File: src/hdl/lphs_pkg.sv
// ----------------------------------------------------------------------------
// lphs_pkg
// Shared types and constants of the linear-probing hash set.
// ----------------------------------------------------------------------------
package lphs_pkg;

    // Number of slots in the store and the index width that follows.
    localparam int SLOTS      = 1024;
    localparam int ADDR_W     = $clog2(SLOTS);
    localparam int KEY_W      = 64;

    // Limits of the table size register.
    localparam logic [4:0] LOG2_MIN   = 5'd3;
    localparam logic [4:0] LOG2_MAX   = 5'd10;
    localparam logic [4:0] SLOTS_LOG2 = 5'(ADDR_W);
    localparam logic [3:0] LOG2_RESET = 4'd10;

    // Register addresses on the configuration port.
    localparam logic [1:0] REG_ADDR_TABLE_SIZE = 2'd0;

    // Command codes.
    localparam logic [1:0] CMD_ADD   = 2'd0;
    localparam logic [1:0] CMD_QUERY = 2'd1;
    localparam logic [1:0] CMD_CLEAR = 2'd2;

    // Sequencer states.
    typedef enum logic [2:0] {
        ST_IDLE,
        ST_CLEAR,
        ST_READ,
        ST_CMP,
        ST_DONE
    } state_t;

    // Request from the sequencer to the slot memory.
    typedef struct packed {
        logic              we;
        logic [ADDR_W-1:0] addr;
        logic [KEY_W-1:0]  wdata;
    } ram_req_t;

endpackage

File: src/hdl/lphs_ctrl.sv
// ----------------------------------------------------------------------------
// lphs_ctrl
// Probe sequencer: walks the probe chain one slot at a time through a shared
// key comparator, runs the clearing sweep and holds the result register.
// ----------------------------------------------------------------------------
module lphs_ctrl (
    input  logic                        clk,
    input  logic                        rst_n,
    input  logic                        in_valid,
    output logic                        in_stall,
    input  logic [1:0]                  command,
    input  logic [lphs_pkg::KEY_W-1:0]  key,
    input  logic [lphs_pkg::ADDR_W-1:0] mask,
    output logic                        out_valid,
    input  logic                        out_stall,
    output logic                        found,
    output logic                        table_full,
    output lphs_pkg::ram_req_t          ram_req,
    input  logic [lphs_pkg::KEY_W-1:0]  ram_rdata
);

    lphs_pkg::state_t state_reg, state_next;

    logic [1:0]                  cmd_reg, cmd_next;
    logic [lphs_pkg::KEY_W-1:0]  key_reg, key_next;
    logic [lphs_pkg::ADDR_W-1:0] idx_reg, idx_next;
    logic [lphs_pkg::ADDR_W-1:0] cnt_reg, cnt_next;
    logic                        clr_reply_reg, clr_reply_next;
    logic                        zero_flag_reg, zero_flag_next;
    logic                        res_found_reg, res_found_next;
    logic                        res_full_reg, res_full_next;
    logic                        out_valid_reg, out_valid_next;
    logic                        out_found_reg, out_found_next;
    logic                        out_full_reg, out_full_next;

    logic [lphs_pkg::KEY_W-1:0]  cmp_a, cmp_b;
    logic                        cmp_eq, cmp_a_zero;
    logic                        accept;

    // Shared comparator: the incoming key against zero when idle, else the
    // slot just read against the held key and against zero.
    always_comb
    begin
        cmp_a = (state_reg == lphs_pkg::ST_IDLE) ? key : ram_rdata;
        cmp_b = key_reg;
    end
    assign cmp_eq     = (cmp_a == cmp_b);
    assign cmp_a_zero = (cmp_a == '0);

    assign in_stall = (state_reg != lphs_pkg::ST_IDLE);
    assign accept   = in_valid && !in_stall;

    // State register and control registers.
    always_ff @(posedge clk or negedge rst_n)
    begin
        if (!rst_n)
        begin
            state_reg     <= lphs_pkg::ST_CLEAR;
            idx_reg       <= '0;
            clr_reply_reg <= 1'b0;
            zero_flag_reg <= 1'b0;
            out_valid_reg <= 1'b0;
        end
        else
        begin
            state_reg     <= state_next;
            idx_reg       <= idx_next;
            clr_reply_reg <= clr_reply_next;
            zero_flag_reg <= zero_flag_next;
            out_valid_reg <= out_valid_next;
        end
    end

    // Payload registers.
    always_ff @(posedge clk)
    begin
        cmd_reg       <= cmd_next;
        key_reg       <= key_next;
        cnt_reg       <= cnt_next;
        res_found_reg <= res_found_next;
        res_full_reg  <= res_full_next;
        out_found_reg <= out_found_next;
        out_full_reg  <= out_full_next;
    end

    // Next state and outputs.
    always_comb
    begin
        state_next     = state_reg;
        cmd_next       = cmd_reg;
        key_next       = key_reg;
        idx_next       = idx_reg;
        cnt_next       = cnt_reg;
        clr_reply_next = clr_reply_reg;
        zero_flag_next = zero_flag_reg;
        res_found_next = res_found_reg;
        res_full_next  = res_full_reg;
        out_valid_next = out_valid_reg && out_stall;
        out_found_next = out_found_reg;
        out_full_next  = out_full_reg;

        ram_req.we    = 1'b0;
        ram_req.addr  = idx_reg;
        ram_req.wdata = key_reg;

        unique case (state_reg)
            lphs_pkg::ST_IDLE:
            begin
                if (accept)
                begin
                    cmd_next       = command;
                    key_next       = key;
                    idx_next       = key[lphs_pkg::ADDR_W-1:0] & mask;
                    cnt_next       = '0;
                    res_found_next = 1'b0;
                    res_full_next  = 1'b0;
                    if (command == lphs_pkg::CMD_CLEAR)
                    begin
                        zero_flag_next = 1'b0;
                        idx_next       = '0;
                        clr_reply_next = 1'b1;
                        state_next     = lphs_pkg::ST_CLEAR;
                    end
                    else if (command == lphs_pkg::CMD_ADD ||
                             command == lphs_pkg::CMD_QUERY)
                    begin
                        if (cmp_a_zero)
                        begin
                            // The zero key lives in its own flag.
                            res_found_next = zero_flag_reg;
                            if (command == lphs_pkg::CMD_ADD)
                            begin
                                zero_flag_next = 1'b1;
                            end
                            state_next = lphs_pkg::ST_DONE;
                        end
                        else
                        begin
                            state_next = lphs_pkg::ST_READ;
                        end
                    end
                    else
                    begin
                        // Unused command: no change, empty result.
                        state_next = lphs_pkg::ST_DONE;
                    end
                end
            end

            lphs_pkg::ST_CLEAR:
            begin
                ram_req.we    = 1'b1;
                ram_req.wdata = '0;
                idx_next      = idx_reg + 1'b1;
                if (idx_reg == '1)
                begin
                    idx_next       = '0;
                    clr_reply_next = 1'b0;
                    res_found_next = 1'b0;
                    res_full_next  = 1'b0;
                    state_next     = clr_reply_reg ? lphs_pkg::ST_DONE : lphs_pkg::ST_IDLE;
                end
            end

            lphs_pkg::ST_READ:
            begin
                state_next = lphs_pkg::ST_CMP;
            end

            lphs_pkg::ST_CMP:
            begin
                if (cmp_a_zero)
                begin
                    // Free slot ends the chain; an add claims it.
                    ram_req.we = (cmd_reg == lphs_pkg::CMD_ADD);
                    state_next = lphs_pkg::ST_DONE;
                end
                else if (cmp_eq)
                begin
                    res_found_next = 1'b1;
                    state_next     = lphs_pkg::ST_DONE;
                end
                else if (cnt_reg == mask)
                begin
                    // One full pass without a match or a free slot.
                    res_full_next = (cmd_reg == lphs_pkg::CMD_ADD);
                    state_next    = lphs_pkg::ST_DONE;
                end
                else
                begin
                    idx_next   = (idx_reg + 1'b1) & mask;
                    cnt_next   = cnt_reg + 1'b1;
                    state_next = lphs_pkg::ST_READ;
                end
            end

            lphs_pkg::ST_DONE:
            begin
                // Move the result into the output register once it is free.
                if (!out_valid_reg || !out_stall)
                begin
                    out_valid_next = 1'b1;
                    out_found_next = res_found_reg;
                    out_full_next  = res_full_reg;
                    state_next     = lphs_pkg::ST_IDLE;
                end
            end

            default:
            begin
                state_next = lphs_pkg::ST_IDLE;
            end
        endcase
    end

    assign out_valid  = out_valid_reg;
    assign found      = out_found_reg;
    assign table_full = out_full_reg;

endmodule

File: config.mk
export PLATFORM = sky130hd
export DESIGN_NAME = lphs_ctrl
export DESIGN_NICKNAME = d
export VERILOG_FILES = /design/src/hdl/lphs_pkg.sv /design/src/hdl/lphs_ctrl.sv
export SDC_FILE = /design/constraint.sdc
export NUM_CORES = 1
export LEC_CHECK = 0
export ABC_CLOCK_PERIOD_IN_PS = 5800
export BUFFER_PORTS_ARGS = -buffer_cell sky130_fd_sc_hd__buf_2
export CORE_UTILIZATION = 30
export CTS_CLUSTER_DIAMETER = 100
export DETAILED_ROUTE_END_ITERATION = 7
export PLACE_DENSITY = 0.53
export SYNTH_ARGS = -nofsm -noshare
export SYNTH_HDL_FRONTEND = slang
export SYNTH_SLANG_ARGS = --single-unit
File: constraint.sdc
create_clock -name clk -period 5.8 [get_ports clk]
set_input_delay 0.29 -clock clk [delete_from_list [all_inputs] [get_ports clk]]
set_output_delay 0.29 -clock clk [all_outputs]
set_load 0.01 [all_outputs]
==> After elaboration in Yosys (flattened, before gate mapping) <==
Cells that the tools add are included.
{ "op_classes": {"n_eq_ne": 18, "n_reduce_logical": 27, "add_sub_neg": 2, "muxes": 49, "bitwise": 2} }
{ "op_table": {"columns": ["op", "count"], "rows": [
  ["2-to-1 mux 64 bit", 2],
  ["2-to-1 mux 10 bit", 10],
  ["equality test 64 bit", 1],
  ["zero test 64 bit", 1],
  ["2-to-1 mux 3 bit", 10],
  ["case mux 10 bit (3 select lines)", 1],
  ["adder 10 x 1 -> 10 bit (second input constant)", 2],
  ["bitwise AND 10 bit", 2],
  ["2-to-1 mux 1 bit", 20],
  ["case mux 10 bit (2 select lines)", 1],
  ["AND reduction 5 bit", 4],
  ["!= test 2 bit (second input constant)", 8],
  ["case mux 3 bit (5 select lines)", 1],
  ["equality test 10 bit", 1],
  ["equality test 10 bit (second input constant)", 1],
  ["nonzero test 2 bit", 5],
  ["equality test 3 x 2 -> 1 bit (second input constant)", 2],
  ["case mux 1 bit (3 select lines)", 2],
  ["AND reduction 6 bit", 1],
  ["nonzero test 3 bit", 2],
  ["zero test 2 bit", 2],
  ["case mux 1 bit (2 select lines)", 2],
  ["AND reduction 2 bit", 2],
  ["AND reduction 4 bit", 1],
  ["other kinds (10)", 14]
]} }
{ "word_totals": {"output_inout_bits": 79, "register_bits": 96, "input_bits": 144, "word_cells": 110} }

==> Logic depth before layout (Yosys ltp) <==
Gate-level depths: netlist of the first run.
{ "logic_depth": {"word_depth": 8, "ltp_mapped": 12, "ltp_nobuf": 9} }

==> Worst setup path before layout of the first run <==
Ideal clock, no wire load.
{ "synth_path": {"path_kind": "reg2reg", "start": "register state_reg[1]", "end": "register idx_reg[6] (netlist name)", "setup_slack_ps": 2738, "setup_ps": 126, "t_arrival_ps": 2936, "synth_period_minus_slack_ps": 3062, "stages_incl_launch_ff": 11, "n_path_buf": 4, "cell_sequence": "dfrtp_1 -> buf_2 -> nor3_2 -> buf_6 -> buf_6 -> buf_6 -> nand2_1 -> inv_1 -> nor2_1 -> a21oi_1 -> nand3_1"} }
{ "synth_via": {"elab_chain_cells": 5, "elab_cells_between_ends": 16, "classes_between": "7 x eq/ne; 2 x mux; 7 x reduce/logical"} }
{ "synth_lines": {"columns": ["element", "line", "text"], "rows": [
  ["start: declaration", "lphs_ctrl.sv:22", "lphs_pkg::state_t state_reg, state_next;"],
  ["start signal: assignment", "lphs_ctrl.sv:58", "state_reg <= lphs_pkg::ST_CLEAR;"],
  ["start signal: assignment", "lphs_ctrl.sv:66", "state_reg <= state_next;"],
  ["zero test 3 bit / nonzero test 3 bit (equally long branches)", "lphs_ctrl.sv:44, lphs_ctrl.sv:106, lphs_ctrl.sv:50", null],
  ["2-to-1 mux 64 bit / zero test 1 bit (equally long branches)", "lphs_ctrl.sv:44, lphs_ctrl.sv:51", null],
  ["equality test 64 bit (tied with other cells)", "lphs_ctrl.sv:47", "assign cmp_eq = (cmp_a == cmp_b);"],
  ["!= test 2 bit (no line)", null, null],
  ["AND reduction 5 bit (no line)", null, null],
  ["end signal: assignment", "lphs_ctrl.sv:67", "idx_reg <= idx_next;"],
  ["end: declaration", "lphs_ctrl.sv:26", "logic [lphs_pkg::ADDR_W-1:0] idx_reg, idx_next;"]
]} }
Parallel ways exist; a longest one is shown, timed or not.
A chain may end at the register's enable or synchronous reset.

==> Worst setup path after layout of the first run <==
{ "layout_path": {"start": "register state_reg[1]", "end": "register cnt_reg[8] (netlist name) (enable)"} }
{ "layout_via": {"elab_chain_cells": 5, "elab_cells_between_ends": 14, "classes_between": "6 x eq/ne; 1 x mux; 7 x reduce/logical"} }
{ "layout_lines": {"columns": ["element", "line", "text"], "rows": [
  ["zero test 3 bit / nonzero test 3 bit (equally long branches)", "lphs_ctrl.sv:44, lphs_ctrl.sv:106, lphs_ctrl.sv:50", null],
  ["2-to-1 mux 64 bit / zero test 1 bit (equally long branches)", "lphs_ctrl.sv:44, lphs_ctrl.sv:51", null],
  ["equality test 64 bit (tied with other cells)", "lphs_ctrl.sv:47", null],
  ["!= test 2 bit (no line)", null, null],
  ["AND reduction 5 bit (no line) (*)", null, null],
  ["end signal: assignment", "lphs_ctrl.sv:79", "cnt_reg <= cnt_next;"],
  ["end: declaration", "lphs_ctrl.sv:27", "logic [lphs_pkg::ADDR_W-1:0] cnt_reg, cnt_next;"]
]} }
Mark *: on every way between the ends. The rest lies on a longest branch, timed or not.

==> flow_metrics.tcl, run 1 <==
set metrics [dict create \
    outcome "finished, final reports clean" \
    drtAntennaViolNets 0 \
    crit_chain "nor3_4 > buf_4 > inv_1 > nor4_1 > o21ai_0 > nor4_1 > nand3_1 > nand3_1 > o21ai_0 > buf_4" \
    grt_max_degree 41 \
    finClkSkew_ns 0.0142 \
    vdd_drop_max_uv 184 \
    critPathSlowestCell "nor4_1" \
    die_area_sq_um 21900 \
    vias 6510 \
    cts_tree "yes" \
    ys_warn_count 0 \
    synthesis.instances 665 \
    gp_congestion 0.999 \
    grt_pass1_vias 6265 \
    syn_area_per_cell_sq_um 9.60 \
    wl_per_cell_microns 24.3 \
    clk_path_buf_depth 2 \
    grt_overflow_total 0 \
    hold_path.class "in -> reg" \
    yosysTopAreaCellShare 0.376 \
    wl_microns 28200 \
    synth-edff-count 80 \
    final.min_clock_period_ns 3.91 \
    initial_core_util 0.310 \
    critPathLaunchType "flip-flop" \
    port_buffers 222 \
    worstSkewPairLatency_ns 0.36 \
    clkSlewWorstSetupHoldPaths_ns 0.08 \
    cts_sinks 96 \
    die_h_microns 148 \
    area_growth_pct 27.4 \
    fin_nets 1029 \
    hold_violations 0 \
    max_freq_mhz 256 \
    async_reset_ff_frac 0.167 \
    synth_fp_nets 811 \
    fillerInstances 2178 \
    largest_register_ffs 64 \
    avgViaCountPerCell 5.61 \
    pin_count 223 \
    layout_setup_ws_ns 1.89 \
    die_width_microns 148 \
    end_kind "flip-flop" \
    drv_slew 0 \
    fin_crit_sh 0.675 \
    synth-seq-cells 96 \
    power_density_nw_per_um2 451 \
    post-dp-hpwl_microns 22600 \
    arrival_ns 4.02 \
    rsz0062_at_grt "false" \
    drc 0 \
    tns_ns 0 \
    worstPathRequired_ns 5.91 \
    synthTopCellsByCount "edfxtp_1, nand2_1, nor2_1" \
    cap_violations 0 \
    netlist_area_sq_um 6380 \
    p_leak_nw 3.34 \
    ys_seq_area_frac 0.439 \
    clockRootBuffer "clkbuf_16" \
    synth_area_leaders "edfxtp_1, xnor2_1, dfrtp_1" \
    synth_largest_area_cell "edfxtp_1" \
    pre_cts_slack_ns 2.01 \
    critPathKind "reg -> reg" \
    grtUsageTotal 0.258 \
    numCtsBuffers 9 \
    drive_gt1_frac 0.296 \
    setup_violations 0 \
    synth_flop_cell "edfxtp_1" \
    path_buf_inv 3 \
    yosysMostFrequentCell "edfxtp_1" \
    ys_types 55 \
    drt-initial-drc-count 558 \
    crit_path_max_fanout 38 \
    cpLargestDelayFamily "simple AND/OR/NAND/NOR gates" \
    slew_headroom 0.288 \
    multi_input_area_sq_um 3300 \
    rows 52 \
    layout.area.seq_sq_um 2800 \
    antenna_found_initial 2 \
    dr.pass1.iters 5 \
    core-area_sq_um 20600 \
    grt_pass1_wl_microns 40600 \
    worst_slew_pin_slew_ns 1.06 \
    htreeDepth 3 \
    critPathMaxStageDelay_ns 0.64 \
]
## final cells by class
class	instances	area share
multi-input cells	498	0.405
flip-flops and latches	96	0.345
repair buffers	228	0.142
well taps	270	0.0415
clock buffers	9	0.0277
inverters	50	0.0231
clock inverters	7	0.0146
diodes	2	0.000615
## layer usage
layer | global-route usage | wire length, microns | up-vias
met3 | 0.0463 | 2380 | 59
met2 | 0.402 | 12800 | 382
met1 | 0.354 | 12100 | 3183
met4 | 0.104 | 905 | 0
li1 | - | - | 2886
met5 | 0 | 0 | -
## layout by cell type (no fill, tap or decap), types with 5 or more instances in the layout
master	Yosys	routed
o2111ai_1	9	9
and2_1	39	39
a222oi_1	6	6
buf_2	4	222
nor2_1	51	51
mux2i_1	7	7
nand3_1	23	23
clkbuf_16	0	9
nand2b_1	19	19
o21ai_0	27	27
buf_4	0	5
inv_1	50	49
o221ai_1	7	7
xor2_1	32	32
nor2b_1	15	15
dfrtp_1	15	15
a21oi_1	19	19
o22ai_1	13	13
nand2_1	51	51
nand4_1	15	15
mux2_4	9	9
nor3_1	11	10
nor4_1	46	46
xnor2_1	45	45
edfxtp_1	80	80
## cells by family after synthesis
kind of cell               count (synthesis)  synth area share
xor gates and xnor gates                  77             0.106
AOI/OAI and AO/OA                        115             0.130
and+or+nand+nor                          287             0.241
muxes                                     17            0.0339
adders and majority gates                  2           0.00392
buffers and inverters                     71            0.0461
DFF                                       96             0.439
## what timing repair did
item,4_1_cts,5_1_grt
setup buffers,0,0
resized for setup,0,0
hold buffers,1,0
endpoints found under the hold margin,15,0
## final timing paths
path / startpoint / end / slack, ns / depth (start not counted)
min in group asynchronous: rst_n / zero_flag_reg / 0.39 / 2
hold / removal: key[46] / cmp_b[46] / 0.14 / 1
setup reg to reg: state_reg[1] / cnt_reg[8] / 1.89 / 10
setup / recovery: state_reg[1] / cnt_reg[8] / 1.89 / 10
max in group asynchronous: rst_n / state_reg[0] / 5.09 / 2
hold reg to reg: res_found_reg / found / 0.46 / 0
## where the power goes
group | internal, mW | switching, mW | leakage [nW] | total (mW)
Combinational | 0.662 | 1.09 | 2.22 | 1.75
Sequential | 0.990 | 0.213 | 0.959 | 1.20
Clock | 0.424 | 0.293 | 0.169 | 0.717
## metrics by stage
stage               cells  total power [mW]  cell area (sq um)   util  hold slack (ns)
finish               1160              3.67               8130  0.396            0.138
global route         1160              3.86               8130  0.396            0.132
CTS                  1158              3.66               8130  0.395            0.128
detailed placement   1141              2.94               7770  0.378            0.237
global placement     1141              2.94               7770  0.378            0.238
floorplan             665              2.24               6380      -         -0.00559
No activity file was read; power rests on OpenSTA's default activity.
==> run 2, diff against run 1 <==
Settings changed: ABC_CLOCK_PERIOD_IN_PS 5800 to 3650.
Clock period 5.8 ns to 3.65 ns, I/O delays scaled along.
==> run 2 against run 1 <==
Against the previous run: sequential power rose by 59%; total power rose by 54%; die area did not move; core utilization fell by 0.091 points; cell area fell by 0.23%; combinational power rose by 62%; non-clock buffer count rose by 4; via count fell by 1.5%; register-to-register slack got worse by 1.5 ns; clock skew rose by 0.0014 ns; worst setup slack got worse by 1.5 ns; global-route usage fell by 0.12 points.
==> flow_metrics.tcl, run 2 (synthesized netlist as in run 1, its figures left out) <==
set metrics [dict create \
    critPathSlowestCell "dfstp_2" \
    initial_core_util 0.310 \
    reg2reg_slack_ns 0.37 \
    core-area_sq_um 20600 \
    outcome "finished, final reports clean" \
    htreeDepth 3 \
    final_util 0.395 \
    worstPathRequired_ns 3.76 \
    critPathLaunchType "flip-flop" \
    hold_path.class "in -> reg" \
    drtAntennaViolNets 0 \
    area_growth_pct 27.1 \
    drt-initial-drc-count 554 \
    clk_path_buf_depth 2 \
    vdd_drop_max_uv 259 \
    port_buffers 222 \
    max_freq_mhz 304 \
    die_h_microns 148 \
    avgViaCountPerCell 5.51 \
    cts_resized 0 \
    reg2reg_to "cnt_reg[8]" \
    tns_ns 0 \
    antenna_found_initial 2 \
    final.min_clock_period_ns 3.28 \
    pre_cts_slack_ns 0.447 \
    clockRootBuffer "clkbuf_16" \
    cts_tree "yes" \
    grt_max_degree 41 \
    largest_register_ffs 64 \
    hold_path_depth 1 \
    die_area_sq_um 21900 \
    layout_setup_ws_ns 0.366 \
    worst_r2r_path_depth 11 \
    internal-power_mw 3.14 \
    worst_slew_pin_slew_ns 0.779 \
    rr_startpoint "state_reg[0]" \
    whs_ns 0.0396 \
    grtUsageTotal 0.257 \
    wl_microns 27900 \
    power.share.switching 0.445 \
    post-dp-hpwl_microns 22700 \
    cts_setup_buffers 0 \
    hold_start "key[62]" \
    dr.pass1.iters 5 \
    vias 6415 \
    drv_slew 0 \
    fin_nets 1033 \
    instances_no_fill 1164 \
    critPathKind "reg -> reg" \
    final_common_cell "buf_2" \
    slew_headroom 0.479 \
    finClkSkew_ns 0.0156 \
    final_design_area_no_fill_sq_um 8120 \
    fin_crit_sh 0.900 \
    drive_gt1_frac 0.299 \
    place_area_sq_um 7830 \
    grt_pass1_vias 6240 \
    cts_sinks 96 \
    crit_start "state_reg[0]" \
    rows 52 \
    drc 0 \
    rsz0062_at_grt "false" \
    p_seq_frac 0.338 \
    p_switching_mw 2.51 \
    setup_violations 0 \
    fillerInstances 2179 \
    pin_count 223 \
    gp_congestion 0.959 \
    clkSlewWorstSetupHoldPaths_ns 0.08 \
    worstSkewPairLatency_ns 0.36 \
    end_kind "flip-flop" \
    p_total_mw 5.66 \
    wl_per_cell_microns 23.9 \
    power_frac_comb 0.501 \
    cap_violations 0 \
    hold_violations 0 \
    p_leak_nw 3.34 \
    crit_chain "nor3_4 > inv_1 > buf_4 > nand2_1 > a32oi_1 > nand4_1 > nor4b_2 > nand3_1 > nand3_1 > o21ai_0 > buf_4" \
    power_density_nw_per_um2 697 \
    grt_overflow_total 0 \
    grt_pass1_wl_microns 40600 \
    power_frac_clock 0.161 \
    numCtsBuffers 9 \
    holdPathEnd "cmp_b[62]" \
    layout_common_cells "buf_2, edfxtp_1, nand2_1, nor2_1, inv_1" \
    crit_path_max_fanout 15 \
    die_width_microns 148 \
    dp_cells 1145 \
    critPathMaxStageDelay_ns 0.63 \
    arrival_ns 3.39 \
]
==> run 2: cell count changes in the layout (fill, tap and decap cells not counted), sizes merged <==
cell | before | now
clkbuf | 9 | 10
clkinv | 3 | 2
buf | 227 | 231
bufinv | 3 | 0
inv | 51 | 54
==> run 2: worst max-delay path by stage <==
stage / slack, ns / end / depth (start not counted)
after floorplan: 0.59 / idx_reg[6] / 10
after global placement: 0.52 / idx_reg[7] / 10
after detailed placement: 0.45 / idx_reg[0] / 10
after CTS: 0.41 / cnt_reg[3] / 11
after global routing: 0.14 / cnt_reg[3] / 11
final: 0.37 / cnt_reg[8] / 11
==> run 2: power by group through the flow <==
| stage | clock, mW | sequential (mW) | combinational [mW] |
|---|---|---|---|
| global route | 0.975 | 1.95 | 3.07 |
| detailed placement | 0 | 1.92 | 2.81 |
| floorplan | 0 | 1.82 | 1.75 |
| global placement | 0 | 1.92 | 2.82 |
| CTS | 0.930 | 1.90 | 2.83 |
| finish | 0.913 | 1.91 | 2.83 |
==> run 2: repair_timing <==
| action | in CTS | in global routing |
|---|---|---|
| endpoints found under the setup margin | 0 | 0 |
| hold buffers | 1 | 0 |
| endpoints found under the hold margin | 15 | 0 |
==> run 2: cell type report <==
type	count	area, sq um	share of cell area
antenna	2	5.00	0.000617
clock buffer	10	229	0.0282
clock inverter	6	41.3	0.00509
inverter	50	188	0.0231
multi-input combinational	498	3300	0.406
sequential	96	2800	0.346
tap	270	338	0.0416
timing repair buffer	232	1210	0.150
==> run 2: layer usage <==
metal / share of wire / global-route usage
met4: 0.023 / 0.0809
met3: 0.077 / 0.0451
met1: 0.44 / 0.360
met2: 0.46 / 0.402
met5: 0 / 0
==> run 2: worst max-delay path: cells and delay by family, from the launching register on <==
family                 cells  cell delay, ns
DFF                        1            0.63
AOI/OAI and AO/OA          2            0.32
buffers and inverters      3            0.95
and+or+nand+nor            6            1.11
==> run 3, diff against run 2 <==
Settings changed: ABC_CLOCK_PERIOD_IN_PS 3650 to unset, CORE_ASPECT_RATIO set to 0.7, PLACE_DENSITY 0.53 to 0.5.
==> run 3 against run 2 <==
Against the previous run: first-iteration DRC count grew 40%; cell area grew 0.28%; critical path depth shrank 3; die area is essentially flat; combinational power grew 2%; via count grew 1.5%; clock-buffer cell count grew 1; critical path type is now reg -> out; largest cell class unchanged; largest power group unchanged; highest routed layer unchanged.
==> flow_metrics.tcl, run 3 (synthesized netlist as in run 1, its figures left out) <==
set metrics [dict create \
    clk_path_buf_depth 2 \
    cts_hold_buf 1 \
    grt_use_met2 0.348 \
    critPathKind "reg -> out" \
    power_density_nw_per_um2 710 \
    final_common_cell "buf_2" \
    hold_path.class "in -> reg" \
    drtAntennaViolNets 0 \
    arrival_ns 3.05 \
    clockRootBuffer "clkbuf_16" \
    layout.area.seq_sq_um 2800 \
    setup_violations 0 \
    fillerInstances 2160 \
    end_kind "output port" \
    fin_nets 1033 \
    drive_gt1_frac 0.297 \
    cts_setup_buffers 0 \
    drc 0 \
    htreeDepth 3 \
    layout_common_cells "buf_2, edfxtp_1, nand2_1, nor2_1, inv_1" \
    critPathLaunchType "flip-flop" \
    wl_microns 28800 \
    grtUsageMet3 0.0919 \
    initial_core_util 0.307 \
    layout_setup_ws_ns 0.415 \
    finClkSkew_ns 0.0126 \
    port_buffers 222 \
    pre_cts_slack_ns 0.540 \
    die_width_microns 176 \
    dp_cells 1151 \
    numCtsBuffers 9 \
    grtUsageTotal 0.264 \
    avgViaCountPerCell 5.57 \
    instances_no_fill 1169 \
    die_area_sq_um 21900 \
    clkSlewWorstSetupHoldPaths_ns 0.07 \
    gp_congestion 1.01 \
    worstPathRequired_ns 3.47 \
    worstSkewPairLatency_ns 0.36 \
    p_leak_nw 3.34 \
    rr_startpoint "state_reg[1]" \
    vias 6512 \
    grt_pass1_vias 6102 \
    die_h_microns 124 \
    grt_overflow_total 0 \
    crit_start "state_reg[0]" \
    crit_path_max_fanout 14 \
    grt_max_degree 41 \
    slew_headroom 0.434 \
    dr.pass1.iters 7 \
    hold_start "key[46]" \
    fin_crit_sh 0.886 \
    rows 44 \
    rsz0062_at_grt "false" \
    cts_tree "yes" \
    pin_count 223 \
    multi_input_area_sq_um 3300 \
    hold_violations 0 \
    wl_per_cell_microns 24.7 \
    drt-initial-drc-count 776 \
    top_usage_layer "met1" \
    core-area_sq_um 20800 \
    cts_sinks 96 \
    post-dp-hpwl_microns 23600 \
    final.min_clock_period_ns 3.23 \
    largest_register_ffs 64 \
    drv_slew 0 \
    grt_pass1_wl_microns 40700 \
    cts_resized 0 \
    antenna_found_initial 0 \
    cap_violations 0 \
    worst_slew_pin_slew_ns 0.844 \
    tns_ns 0 \
    max_freq_mhz 309 \
    final_util 0.391 \
    area_growth_pct 27.5 \
    globalRouteMet1Util 0.402 \
    outcome "finished, final reports clean" \
    vdd_drop_max_uv 306 \
]
==> run 3: cell count changes in the layout (fill, tap and decap cells not counted), sizes merged <==
cell,delta
diode,-1
inv,-3
clkinvlp,+1
clkbuf,+1
bufinv,+1
==> run 3: worst paths after layout <==
kind	depth (start not counted)	end	slack [ns]
worst min register to register	0	table_full	0.43
max in group asynchronous	2	state_reg[0]	3.02
min in group asynchronous	2	out_valid	0.30
worst max register to register	10	idx_reg[4]	0.50
worst min-delay path	1	cmp_b[46]	0.03
worst max-delay path	8	ram_req[74]	0.42
==> run 3: power by group <==
group | internal [mW] | total [mW] | switching, mW
combinational | 1.11 | 2.89 | 1.78
clock | 0.532 | 0.971 | 0.439
sequential | 1.57 | 1.91 | 0.343
==> run 3: layer usage <==
| layer | up-vias | part of all wire |
|---|---|---|
| li1 | 2890 | - |
| met1 | 3155 | 0.47 |
| met4 | 0 | 0.016 |
| met2 | 431 | 0.38 |
| met3 | 36 | 0.13 |
| met5 | - | 0 |
==> run 3: through the flow <==
step | area [sq um] | hold WS, ns | total power [mW]
2_1_floorplan | 6380 | -0.113 | 3.57
3_3_place_gp | 7840 | 0.133 | 4.76
3_5_place_dp | 7840 | 0.132 | 4.76
4_1_cts | 8140 | 0.0229 | 5.74
5_1_grt | 8140 | 0.0270 | 6.08
6_report | 8140 | 0.0343 | 5.78
==> run 3: final cells by class <==
cell class / count / share of cell area
multi-input cells: 498 / 0.405
flip-flops and latches: 96 / 0.345
repair buffers: 232 / 0.149
well taps: 276 / 0.0424
clock buffers: 11 / 0.0286
inverters: 50 / 0.0231
clock inverters: 5 / 0.00677
diodes: 1 / 0.000308
==> run 3: worst max-delay path: stages, from the launching register on <==
cell	delay [ns]
dfstp_2	0.62
nor3_4	0.07
inv_1	0.39
buf_4	0.25
nand4_1	0.09
nor3_1	0.27
o22ai_1	0.31
o41ai_1	0.48
buf_2	0.21
